$ cat src/rtl/rfs_pkg.sv
// Shared types, constants and request codes for the replay sample store.
package rfs_pkg;

    localparam int DEPTH       = 16;               // entries, power of two
    localparam int IDX_W       = $clog2(DEPTH);
    localparam int DATA_WIDTH  = 32;
    localparam int COUNT_WIDTH = 16;
    localparam int FILL_W      = 5;

    localparam logic [FILL_W-1:0]      CAP_RESET = FILL_W'(16);
    localparam logic [FILL_W-1:0]      CAP_MAX   = FILL_W'(DEPTH);
    localparam logic [COUNT_WIDTH-1:0] COUNT_MAX = {COUNT_WIDTH{1'b1}};

    localparam logic [2:0] REQ_ADD     = 3'd0;
    localparam logic [2:0] REQ_REMOVE  = 3'd1;
    localparam logic [2:0] REQ_SAMPLE  = 3'd2;
    localparam logic [2:0] REQ_UPDATE  = 3'd3;
    localparam logic [2:0] REQ_ADVANCE = 3'd4;
    localparam logic [2:0] REQ_CLEAR   = 3'd5;

    localparam logic [1:0] STATUS_OK         = 2'd0;
    localparam logic [1:0] STATUS_BAD_INDEX  = 2'd1;
    localparam logic [1:0] STATUS_ZERO_BATCH = 2'd2;

    typedef struct packed {
        logic [2:0]  req_type;
        logic [3:0]  entry_index;
        logic [7:0]  batch_count;
        logic [31:0] payload_in;
        logic [15:0] age_in;
        logic [15:0] usage_in;
    } req_t;

    typedef struct packed {
        logic [1:0]  status;
        logic [3:0]  index_out;
        logic [31:0] payload_out;
        logic [15:0] age_out;
        logic [15:0] usage_out;
        logic        valid_entry;
        logic        last;
        logic [4:0]  fill_count;
    } result_t;

    typedef struct packed {
        logic [DATA_WIDTH-1:0]  payload;
        logic [COUNT_WIDTH-1:0] age;
        logic [COUNT_WIDTH-1:0] usage;
    } entry_t;

    typedef struct packed {
        logic             en;
        logic [IDX_W-1:0] addr;
        entry_t           data;
    } mem_wr_t;

endpackage

$ cat src/rtl/fifo_replay_sample_store.sv
// Top level of the replay sample store: capacity register and block wiring.
//
// Requests enter on req, taken at a rising edge with start high and busy low.
// Results leave on result, each valid for the single cycle that strobe marks;
// the receiver cannot hold them off. Every request ends with a result whose
// last bit is set; a sample request gives one result per emitted entry.
// Add, update, clear, unknown codes, a sample or advance on an empty store,
// requests with a bad index or zero batch, and a remove of the newest entry
// finish at the accepting edge: busy stays low and the result shows in the
// next cycle, so such items can enter every cycle.
// Otherwise remove, sample and advance walk the entry memory, one entry per
// cycle: busy stays high while the walk moves, emits or ages its entries (at
// most 16), and the next item can enter once busy falls. A sample gives one
// result per entry walked; remove and advance give theirs when the walk ends.
// The capacity register is written through cfg_we and cfg_data; the user
// must write it only while idle, which the block does not enforce. 0 acts as
// 1 and values above the depth act as the depth. Reset empties the store and
// sets the capacity to 16; the entry memory is not cleared.
module fifo_replay_sample_store (
    input  logic                        clk,
    input  logic                        rst_n,
    input  logic                        start,
    input  rfs_pkg::req_t               req,
    output logic                        busy,
    output logic                        strobe,
    output rfs_pkg::result_t            result,
    input  logic                        cfg_we,
    input  logic [rfs_pkg::FILL_W-1:0]  cfg_data
);

    logic [rfs_pkg::FILL_W-1:0] cap_reg;
    logic [rfs_pkg::FILL_W-1:0] cap_eff;
    rfs_pkg::mem_wr_t           mem_wr;
    logic [rfs_pkg::IDX_W-1:0]  rd_addr;
    rfs_pkg::entry_t            rd_data;

    always_ff @(posedge clk or negedge rst_n)
    begin
        if (!rst_n)
        begin
            cap_reg <= rfs_pkg::CAP_RESET;
        end
        else if (cfg_we)
        begin
            cap_reg <= cfg_data;
        end
    end

    // clamp capacity into 1..DEPTH
    always_comb
    begin
        if (cap_reg == '0)
        begin
            cap_eff = rfs_pkg::FILL_W'(1);
        end
        else if (cap_reg > rfs_pkg::CAP_MAX)
        begin
            cap_eff = rfs_pkg::CAP_MAX;
        end
        else
        begin
            cap_eff = cap_reg;
        end
    end

    rfs_seq u_seq (
        .clk     (clk),
        .rst_n   (rst_n),
        .start   (start),
        .req     (req),
        .cap_eff (cap_eff),
        .busy    (busy),
        .strobe  (strobe),
        .result  (result),
        .mem_wr  (mem_wr),
        .rd_addr (rd_addr),
        .rd_data (rd_data)
    );

    rfs_mem u_mem (
        .clk     (clk),
        .wr      (mem_wr),
        .rd_addr (rd_addr),
        .rd_data (rd_data)
    );

endmodule

$ cat src/rtl/rfs_mem.sv
// Entry memory: one write port, one read port with registered read data.
module rfs_mem (
    input  logic                                clk,
    input  rfs_pkg::mem_wr_t                    wr,
    input  logic [rfs_pkg::IDX_W-1:0]           rd_addr,
    output rfs_pkg::entry_t                     rd_data
);

    rfs_pkg::entry_t mem [rfs_pkg::DEPTH];
    rfs_pkg::entry_t rd_data_reg;

    always_ff @(posedge clk)
    begin
        if (wr.en)
        begin
            mem[wr.addr] <= wr.data;
        end
        rd_data_reg <= mem[rd_addr];
    end

    assign rd_data = rd_data_reg;

endmodule

$ cat src/rtl/rfs_seq.sv
// Request sequencer: ring pointers, entry walks and result register.
module rfs_seq (
    input  logic                         clk,
    input  logic                         rst_n,
    input  logic                         start,
    input  rfs_pkg::req_t                req,
    input  logic [rfs_pkg::FILL_W-1:0]   cap_eff,
    output logic                         busy,
    output logic                         strobe,
    output rfs_pkg::result_t             result,
    output rfs_pkg::mem_wr_t             mem_wr,
    output logic [rfs_pkg::IDX_W-1:0]    rd_addr,
    input  rfs_pkg::entry_t              rd_data
);

    localparam int IW = rfs_pkg::IDX_W;
    localparam int FW = rfs_pkg::FILL_W;

    localparam logic ST_IDLE = 1'b0;
    localparam logic ST_WALK = 1'b1;

    logic             state_reg,  state_next;
    logic [IW-1:0]    head_reg,   head_next;
    logic [FW-1:0]    total_reg,  total_next;
    logic [2:0]       op_reg,     op_next;
    logic [IW-1:0]    pos_reg,    pos_next;
    logic [IW-1:0]    end_reg,    end_next;
    logic             strobe_reg, strobe_next;
    rfs_pkg::result_t result_reg, result_next;

    logic             accept;
    logic             idx_ok;
    logic [FW-1:0]    idx_ext;
    logic [FW-1:0]    n_sample;
    logic             over;
    logic [FW-1:0]    evict;
    logic [IW-1:0]    head_add;
    logic [FW-1:0]    total_kept;
    logic             walk_last;
    logic             ack;
    logic [1:0]       ack_status;
    rfs_pkg::entry_t  entry_mod;
    rfs_pkg::entry_t  entry_in;

    assign accept  = start && (state_reg == ST_IDLE);
    assign busy    = (state_reg != ST_IDLE);
    assign strobe  = strobe_reg;
    assign result  = result_reg;

    assign idx_ext = FW'(req.entry_index);
    assign idx_ok  = idx_ext < total_reg;

    // batch below fill fits the fill width
    assign n_sample = ({3'b000, total_reg} > req.batch_count) ? FW'(req.batch_count)
                                                              : total_reg;

    // evict from the front so one slot below capacity remains
    assign over       = total_reg >= cap_eff;
    assign evict      = total_reg - cap_eff + FW'(1);
    assign head_add   = over ? head_reg + evict[IW-1:0] : head_reg;
    assign total_kept = over ? cap_eff - FW'(1) : total_reg;

    assign walk_last = (pos_reg == end_reg);

    assign entry_in.payload = req.payload_in[rfs_pkg::DATA_WIDTH-1:0];
    assign entry_in.age     = req.age_in[rfs_pkg::COUNT_WIDTH-1:0];
    assign entry_in.usage   = req.usage_in[rfs_pkg::COUNT_WIDTH-1:0];

    always_comb
    begin
        entry_mod = rd_data;
        case (op_reg)
            rfs_pkg::REQ_SAMPLE:
            begin
                if (rd_data.usage != rfs_pkg::COUNT_MAX)
                begin
                    entry_mod.usage = rd_data.usage + rfs_pkg::COUNT_WIDTH'(1);
                end
            end
            rfs_pkg::REQ_ADVANCE:
            begin
                if (rd_data.age != rfs_pkg::COUNT_MAX)
                begin
                    entry_mod.age = rd_data.age + rfs_pkg::COUNT_WIDTH'(1);
                end
            end
            default:
            begin
                entry_mod = rd_data;
            end
        endcase
    end

    always_comb
    begin
        state_next  = state_reg;
        head_next   = head_reg;
        total_next  = total_reg;
        op_next     = op_reg;
        pos_next    = pos_reg;
        end_next    = end_reg;
        strobe_next = 1'b0;
        result_next = result_reg;
        mem_wr      = '0;
        rd_addr     = head_reg + pos_reg + IW'(1);
        ack         = 1'b0;
        ack_status  = rfs_pkg::STATUS_OK;

        unique case (state_reg)
            ST_IDLE:
            begin
                if (accept)
                begin
                    op_next = req.req_type;
                    case (req.req_type)
                        rfs_pkg::REQ_ADD:
                        begin
                            mem_wr.en   = 1'b1;
                            mem_wr.addr = head_add + total_kept[IW-1:0];
                            mem_wr.data = entry_in;
                            head_next   = head_add;
                            total_next  = total_kept + FW'(1);
                            ack         = 1'b1;
                        end
                        rfs_pkg::REQ_REMOVE:
                        begin
                            if (!idx_ok)
                            begin
                                ack        = 1'b1;
                                ack_status = rfs_pkg::STATUS_BAD_INDEX;
                            end
                            else if (idx_ext + FW'(1) == total_reg)
                            begin
                                total_next = total_reg - FW'(1);
                                ack        = 1'b1;
                            end
                            else
                            begin
                                // shift later entries down one by one
                                pos_next   = IW'(idx_ext + FW'(1));
                                end_next   = IW'(total_reg - FW'(1));
                                rd_addr    = head_reg + IW'(idx_ext + FW'(1));
                                state_next = ST_WALK;
                            end
                        end
                        rfs_pkg::REQ_SAMPLE:
                        begin
                            if (req.batch_count == 8'd0)
                            begin
                                ack        = 1'b1;
                                ack_status = rfs_pkg::STATUS_ZERO_BATCH;
                            end
                            else if (total_reg == '0)
                            begin
                                ack = 1'b1;
                            end
                            else
                            begin
                                pos_next   = '0;
                                end_next   = IW'(n_sample - FW'(1));
                                rd_addr    = head_reg;
                                state_next = ST_WALK;
                            end
                        end
                        rfs_pkg::REQ_UPDATE:
                        begin
                            ack = 1'b1;
                            if (!idx_ok)
                            begin
                                ack_status = rfs_pkg::STATUS_BAD_INDEX;
                            end
                            else
                            begin
                                mem_wr.en   = 1'b1;
                                mem_wr.addr = head_reg + IW'(idx_ext);
                                mem_wr.data = entry_in;
                            end
                        end
                        rfs_pkg::REQ_ADVANCE:
                        begin
                            if (total_reg == '0)
                            begin
                                ack = 1'b1;
                            end
                            else
                            begin
                                pos_next   = '0;
                                end_next   = IW'(total_reg - FW'(1));
                                rd_addr    = head_reg;
                                state_next = ST_WALK;
                            end
                        end
                        rfs_pkg::REQ_CLEAR:
                        begin
                            total_next = '0;
                            head_next  = '0;
                            ack        = 1'b1;
                        end
                        default:
                        begin
                            ack = 1'b1;
                        end
                    endcase
                end
            end
            ST_WALK:
            begin
                // write back the entry read in the previous cycle
                mem_wr.en   = 1'b1;
                mem_wr.addr = (op_reg == rfs_pkg::REQ_REMOVE) ? head_reg + pos_reg - IW'(1)
                                                              : head_reg + pos_reg;
                mem_wr.data = entry_mod;
                pos_next    = pos_reg + IW'(1);

                if (op_reg == rfs_pkg::REQ_SAMPLE)
                begin
                    strobe_next             = 1'b1;
                    result_next.status      = rfs_pkg::STATUS_OK;
                    result_next.index_out   = 4'(pos_reg);
                    result_next.payload_out = 32'(entry_mod.payload);
                    result_next.age_out     = 16'(entry_mod.age);
                    result_next.usage_out   = 16'(entry_mod.usage);
                    result_next.valid_entry = 1'b1;
                    result_next.last        = walk_last;
                    result_next.fill_count  = total_reg;
                end

                if (walk_last)
                begin
                    state_next = ST_IDLE;
                    if (op_reg == rfs_pkg::REQ_REMOVE)
                    begin
                        total_next = total_reg - FW'(1);
                    end
                    if (op_reg != rfs_pkg::REQ_SAMPLE)
                    begin
                        ack = 1'b1;
                    end
                end
            end
            default:
            begin
                state_next = ST_IDLE;
            end
        endcase

        if (ack)
        begin
            strobe_next            = 1'b1;
            result_next            = '0;
            result_next.status     = ack_status;
            result_next.last       = 1'b1;
            result_next.fill_count = total_next;
        end
    end

    always_ff @(posedge clk or negedge rst_n)
    begin
        if (!rst_n)
        begin
            state_reg  <= ST_IDLE;
            head_reg   <= '0;
            total_reg  <= '0;
            op_reg     <= rfs_pkg::REQ_ADD;
            pos_reg    <= '0;
            end_reg    <= '0;
            strobe_reg <= 1'b0;
        end
        else
        begin
            state_reg  <= state_next;
            head_reg   <= head_next;
            total_reg  <= total_next;
            op_reg     <= op_next;
            pos_reg    <= pos_next;
            end_reg    <= end_next;
            strobe_reg <= strobe_next;
        end
    end

    always_ff @(posedge clk)
    begin
        result_reg <= result_next;
    end

endmodule
$ cat config.mk
export PLATFORM = sky130hd
export DESIGN_NAME = fifo_replay_sample_store
export DESIGN_NICKNAME = d
export VERILOG_FILES = /design/src/rtl/rfs_pkg.sv /design/src/rtl/fifo_replay_sample_store.sv /design/src/rtl/rfs_mem.sv /design/src/rtl/rfs_seq.sv
export SDC_FILE = /design/constraint.sdc
export NUM_CORES = 1
export LEC_CHECK = 0
export BUFFER_PORTS_ARGS = -buffer_cell sky130_fd_sc_hd__buf_2
export CAP_MARGIN = 20
export CORE_MARGIN = 2
export CORE_UTILIZATION = 38
export CTS_CLUSTER_DIAMETER = 200
export DETAILED_ROUTE_END_ITERATION = 8
export MAX_ROUTING_LAYER = met4
export PLACE_DENSITY = 0.59
export SLEW_MARGIN = 20
export SYNTH_ARGS = -nofsm -noshare
export SYNTH_HDL_FRONTEND = slang
export SYNTH_SLANG_ARGS = --single-unit
$ cat constraint.sdc
create_clock -name clk -period 8.4 [get_ports clk]
set_input_delay 2.52 -clock clk [delete_from_list [all_inputs] [get_ports clk]]
set_output_delay 2.52 -clock clk [all_outputs]
set_load 0.01 [all_outputs]
* Yosys cells after proc, flatten, opt, wreduce, memory -nomap -nowiden *
Memory sizes are Yosys's and may differ from the RTL's. A register that Yosys moved wholly into a read port is not among the register bits.
Index checks and enable logic that the tools add are counted.

word-level totals
  flip-flop bits (word level) = 104
  bits in latches = 0
  bits in writable memories = 1024
  memory bits (read-only) = 0
  input bits = 88
  output and inout bits = 79
  word-level logic and storage cells = 150
  memories kept = 1

memories
  memory     words  width  read ports  clocked after memory_dff  wr ports  line          text
  u_mem.mem  16     64     1           1                         1         rfs_mem.sv:9  rfs_pkg::entry_t mem [rfs_pkg::DEPTH];

cells by class
  add/subtract/negate cells = 17
  $mul = 0
  div/mod/pow operators = 0
  $lt $le $gt $ge = 4
  equal/unequal tests = 23
  shift operators = 0
  mux-type cells = 72
  bitwise operators = 1
  reduce and logical (&&, ||, !) cells = 16

operators by type and width
  cell                   number
  $pmux 69 s2            2
  $mux 77                3
  $mux 69                2
  $mux 4                 19
  $mux 16                4
  $mux 5                 8
  $pmux 4 s3             3
  $add 16x1->16 const B  2
  $ne 16x16->1 const B   2
  $add 4x4->4            5
  $mux 1                 19
  $pmux 4 s2             2
  $pmux 5 s3             1
  $add 4x1->4 const B    3
  $logic_not 5->1        2
  $pmux 5 s2             1
  $sub 5x1->5 const B    2
  $eq 3x2->1 const B     3
  $eq 3x3->1 const B     3
  $gt 5x8->1             1
  $logic_not 8->1        1
  $ne 2x2->1 const B     4
  $reduce_and 8->1       1
  $sub 4x1->4 const B    2
  other kinds (26)       38

* Depth between registers and ports, before layout *
  depth in word-level cells = 13
  mapped depth = 18
  depth with buffers taken out = 17

* By module *
Synthesis repeated with hierarchy kept, for this count alone.

second synthesis, totals
  cells, all modules = 2590
  area total of the unflattened synthesis = 47241.6 sq um

modules (own cells, without submodules)
  module                    instances  cells an instance  area each (sq um)  sequential area each (sq um)
  rfs_mem                   1          1647               39581.7            32030.7
  rfs_seq                   1          925                7442.1             2162.1
  fifo_replay_sample_store  1          18                 217.7              126.4

* Worst setup path after synthesis *
OpenSTA, ideal clock, no wires.

  path type = input -> register
  start = in req[73] (netlist name)
  end = mem u_mem.mem[9][0] (netlist name), enable pin
  setup time = 0.565 ns
  arrival time = 8.460 ns
  data required time = 7.835 ns
  slack = -0.625 ns
  stages on the path = 8
  buffers on the path = 0
  cells stage by stage = ha_1 -> nor2b_1 -> o21bai_1 -> nand2_1 -> o31ai_1 -> a22oi_1 -> or3_1 -> nor3_1

between the ends
  longest elaborated chain between the ends = 7
  elaborated cells between the ends (all ways) = 8
  those cells by class = add/sub: 1; order compare: 1; mux: 6

RTL lines
  element                       line                            text
  start, declared               fifo_replay_sample_store.sv:23  input rfs_pkg::req_t req,
  $lt 4x5->1                    rfs_seq.sv:51                   assign idx_ok = idx_ext < total_reg;
  $mux 69 (*)                   rfs_seq.sv:168                  if (!idx_ok)
  $pmux 69 s2 (*)               rfs_seq.sv:115                  case (req.req_type)
  $mux 69 (*)                   rfs_seq.sv:112                  if (accept)
  $pmux 69 s2 (*)               rfs_seq.sv:109                  unique case (state_reg)
  $mux 1                        rfs_mem.sv:14                   if (wr.en)
  $mux 1 (implied by the code)  rfs_mem.sv:16                   mem[wr.addr] <= wr.data;
  end, declared                 rfs_mem.sv:9

Every way passes the cells marked *; elsewhere a longest branch is shown, timed or not.

* Final worst setup path *
  start = in req[72] (netlist name)
  end = reg, netlist name u_mem.rd_data[11]

between the ends
  longest elaborated chain between the ends = 7
  elaborated cells between the ends (all ways) = 9
  those cells by class = add/sub: 2; order compare: 1; eq/ne: 1; mux: 5

RTL lines
  element                                    line                            text
  $add 4x1->5                                rfs_seq.sv:132                  else if (idx_ext + FW'(1) == total_reg)
  $add 4x4->4 or $eq 5x5->1 (tied branches)  rfs_seq.sv:142, rfs_seq.sv:132
  $mux 4                                     rfs_seq.sv:132
  $mux 4 (*)                                 rfs_seq.sv:127                  if (!idx_ok)
  $pmux 4 s3 (*)                             rfs_seq.sv:115
  $mux 4 (*)                                 rfs_seq.sv:112
  $mux 4 (*)                                 rfs_seq.sv:109

Marked as above.
A chain may end at the register's enable or synchronous reset.

==> results by stage <==
Timing:
- The maximum clock rate is 160 MHz.
- On the final layout, the worst hold slack is ~0.45 ns.
- At the pin with the least slew margin, the transition time is 1.10 ns.
- For the final routed database, the setup TNS stands at 0 ns.
- The post-route clock skew is between 0.06 and 0.07 ns.
- Measured against its own limit, the worst slew margin works out to 24.9%.
- The final count of hold timing violations is 0.
- After layout, the worst setup slack is about 2.2 ns.
- The time the worst path needs with I/O delays and setup is 6.25 ns.
- The number of max-slew violations in the final report is 0.
- Setup repair after global routing left no endpoint under its margin.
- The number of setup violations in the final report is 0.
- The post-route fraction of the period consumed by the critical path is 74.4%.

Drt:
- The number of iterations in the first detailed-routing pass is 6.
- The antenna violation net count after detailed routing is 0.
- The number of design-rule violations left by the first detailed-router iteration is 3079.
- The vias after detailed routing is about 29k.
- Dividing the detail-routed via count by the number of cells gives 5.73.
- The total length of routed wires is between 100000 and 150000 µm.
- After detailed routing, the average wire length per cell comes to ~27 µm.
- For this run, design rule violations remaining after detail routing come to 0.

GRT:
- The number of global-route vias before repair was 27.9k.
- The global-route wire length before repair is 196000 µm.
- For this run the aggregate overflow at the end of global routing stands at 0.
- Entering global routing, the biggest net connects between 100 and 150 pins.
- The number of antenna violations at the first check in global routing came to 4.
- The global-route total usage across every layer is 20.9%.

Finish:
- The layout filler cell count is 11.3k.
- The net count of the finished layout is 3441.
- Cells with a size suffix above 1 make up 15.3% of the layout.
- The number of flip-flops under the largest register name is approximately 1k.
- Relative to the synthesized area, the layout overhead comes to 14.1%.

Yosys:
- The sequential-to-total area share from yosys stat is 70.7%.
- After synthesis, the largest area contributor takes up 63.8% of total cell area.
- The number of synthesized flops with an enable pin is a little over 1k.
- The post-synthesis net count is 3300.
- Counting every instance in the synthesized netlist gives roughly 3.2k.
- The register bit total from synthesis is between 1k and 1.5k.
- After synthesis, the cell types taking the most area are edfxtp_1 (64%), mux2i_1 (6.8%), dfxtp_1 (5.5%).
- For this run, asynchronously set or reset flops after synthesis account for about 2.3%.
- The count of unique library cells instantiated by Yosys is 84.
- The average instance in the mapped netlist occupies 15.3 µm².
- The leading cell type by number of instances after synthesis is edfxtp_1.
- After synthesis the cells add up to about 49000 µm².
- The most frequently used flop master after synthesis is edfxtp_1.
- The commonest cells after synthesis are edfxtp_1 (1031), mux2i_1 (330), and3_1 (200).
- The Yosys warning count is 0.
- The cell type with the highest aggregate area in the netlist is edfxtp_1.

CTS:
- The hold buffer count at cts is 0.
- Counting the buffers created by CTS gives 119.
- The buffer type at the clock tree root is clkbuf_16.
- The clock transition time at the flip-flop clock pins of the worst setup and hold paths is about 0.06 ns.
- The post-CTS setup-driven buffer insertion count is 0.
- The clock tree from TritonCTS is yes.
- The worst-skew pair later-pin latency is 0.76 ns.
- The clock passes through at most 3 buffers.
- The H-tree generated during clock tree synthesis spans 3 levels.
- The number of gates resized after CTS is 0.
- Counting every sink on the clock net gives ~1.2k.

Floorplanning:
- Row generation in the floorplan step produced 131 rows.
- The floorplan step set the die width to 361 µm.
- The floorplan step defined a core boundary enclosing 127000 µm².
- Once the floorplan was initialized, standard cells occupied between 30% and 40% of the core.
- The floorplan step defined a die boundary enclosing 131000 µm².
- The height of the die is 361 µm.
- The top-level port count is approximately 170.

Run status:
- The flow ran to the end, and the final reports show no timing, DRC or antenna violations.

Hold path:
- The class of the most critical hold timing path is reg2reg.

Worst setup path:
- The largest fanout on the critical path is 129.
- On the critical path, the stage with the largest delay is an instance of a2111oi_0.
- The critical path startpoint category is an input pin.
- The worst setup path is captured at a flip-flop.
- Traced cell by cell, the critical path runs through buf_2 -> ha_1 -> xor2_1 -> a211oi_2 -> o211ai_1 -> nand3_4 -> buf_4 -> buf_12 -> and3_1 -> a211oi_1 -> a2111oi_0 -> a211o_1.
- The critical path in this run is classified as in2reg.
- The delay of the slowest critical-path stage is 0.70 ns.
- The critical path contains buffers and inverters numbering 3 combined.
- For the worst setup path, the data arrival time is 6.90 ns.
- The cell family with the largest share of critical-path delay is compound AO/OA/AOI/OAI gates.
- STA puts the critical path data required time at 9.05 ns.

Place:
- Timing analysis after detailed placement gives a worst setup slack of 1.53 ns.
- The final weighted congestion of routability-driven global placement is 0.897.
- Port buffering added 166 buffers.
- The half-perimeter wire length after detailed placement is between 70000 and 80000 µm.

Run:
- The tool flagged a number of max-cap violations equal to 0.
logic make-up after synthesis:
| kind of cell | after synthesis | synth area share, % |
|---|---|---|
| flip-flops | 1192 | 70.7 |
| multiplexers | 339 | 7.01 |
| AO/OA/AOI/OAI | 713 | 11.4 |
| buffers and inverters | 262 | 2.47 |
| XOR/XNOR | 59 | 1.12 |
| AND/OR/NAND/NOR | 553 | 5.96 |
| adder cells (fa/ha/maj) | 48 | 1.32 |
per-layer routing:
metal  global-route usage (%)  share of wire, %
met3                     2.84               6.9
met5                        -                 0
met1                     30.4                46
met2                     31.2                45
met4                     4.47               1.7
metrics by stage:
stage | cells | cell area [µm²] | utilization [%]
2_1_floorplan | 3166 | 48600 | -
3_3_place_gp | 4848 | 51400 | 40.4
3_5_place_dp | 4848 | 51400 | 40.4
4_1_cts | 5073 | 55400 | 43.5
5_1_grt | 5073 | 55400 | 43.5
6_report | 5076 | 55400 | 43.5
cell usage in the layout (no fill, tap or decap), types with 8 or more instances in the layout:
master | netlist | layout
a2111oi_0 | 64 | 63
a211o_1 | 67 | 66
a211oi_1 | 132 | 132
a211oi_2 | 61 | 61
a21o_1 | 14 | 14
a21oi_1 | 39 | 39
a22o_1 | 68 | 68
and3_1 | 200 | 200
buf_12 | 0 | 14
buf_2 | 97 | 166
buf_4 | 9 | 49
bufinv_16 | 0 | 9
clkbuf_1 | 88 | 32
clkbuf_16 | 0 | 122
clkbuf_8 | 0 | 11
clkinv_1 | 1 | 17
clkinv_2 | 0 | 23
dfrtp_1 | 26 | 25
dfxtp_1 | 134 | 134
edfxtp_1 | 1031 | 1031
ha_1 | 40 | 40
inv_1 | 50 | 50
mux2_2 | 9 | 9
mux2i_1 | 330 | 330
nand2_1 | 175 | 173
nand3_1 | 20 | 19
nand4_1 | 15 | 15
nor2_1 | 62 | 49
nor2_4 | 0 | 13
nor2b_1 | 8 | 8
nor3_1 | 21 | 17
o21ai_0 | 59 | 59
o22ai_1 | 144 | 143
xnor2_1 | 36 | 36
xor2_1 | 21 | 21
area by class of cell:
class / count / area [µm²] / share of cell area [%]
clock buffer: 165 / 3320 / 6.00
multi-input combinational: 1712 / 13300 / 24.0
sequential: 1192 / 34300 / 62.0
antenna: 3 / 7.51 / 0.0136
clock inverter: 60 / 656 / 1.18
inverter: 51 / 191 / 0.346
timing repair buffer: 231 / 1500 / 2.71
tap: 1662 / 2080 / 3.76
worst paths after layout:
check,slack (ns),endpoint,cells after the start,startpoint
min,0.45,u_seq.result[38]$_SDFFE_PP0P_,2,u_seq.result[38]$_SDFFE_PP0P_
min in group asynchronous,1.85,u_seq.head_reg[3]$_DFFE_PN0P_,1,rst_n
max reg2reg,2.27,u_mem.mem[5][16]$_DFFE_PP_,17,u_seq.total_reg[1]$_DFF_PN0_
max in group asynchronous,5.97,u_seq.busy$_DFF_PN0_,1,rst_n
min reg2reg,0.45,u_seq.result[38]$_SDFFE_PP0P_,2,u_seq.result[38]$_SDFFE_PP0P_
max,2.15,u_mem.rd_data[11]$_DFF_P_,12,req[72]
worst register-to-register path: cells and delay by family, from the launching register on:
family | cells | cell delay (ns)
AO/OA/AOI/OAI | 5 | 1.72
XOR/XNOR | 1 | 0.26
adder cells (fa/ha/maj) | 3 | 0.77
buffers and inverters | 5 | 1.02
flip-flops | 1 | 0.70
multiplexers | 1 | 0.30
AND/OR/NAND/NOR | 2 | 0.98
Power is left out: the tool's default activity adds up to more than one toggle a clock period on the data nets, which glitch-free logic cannot reach.
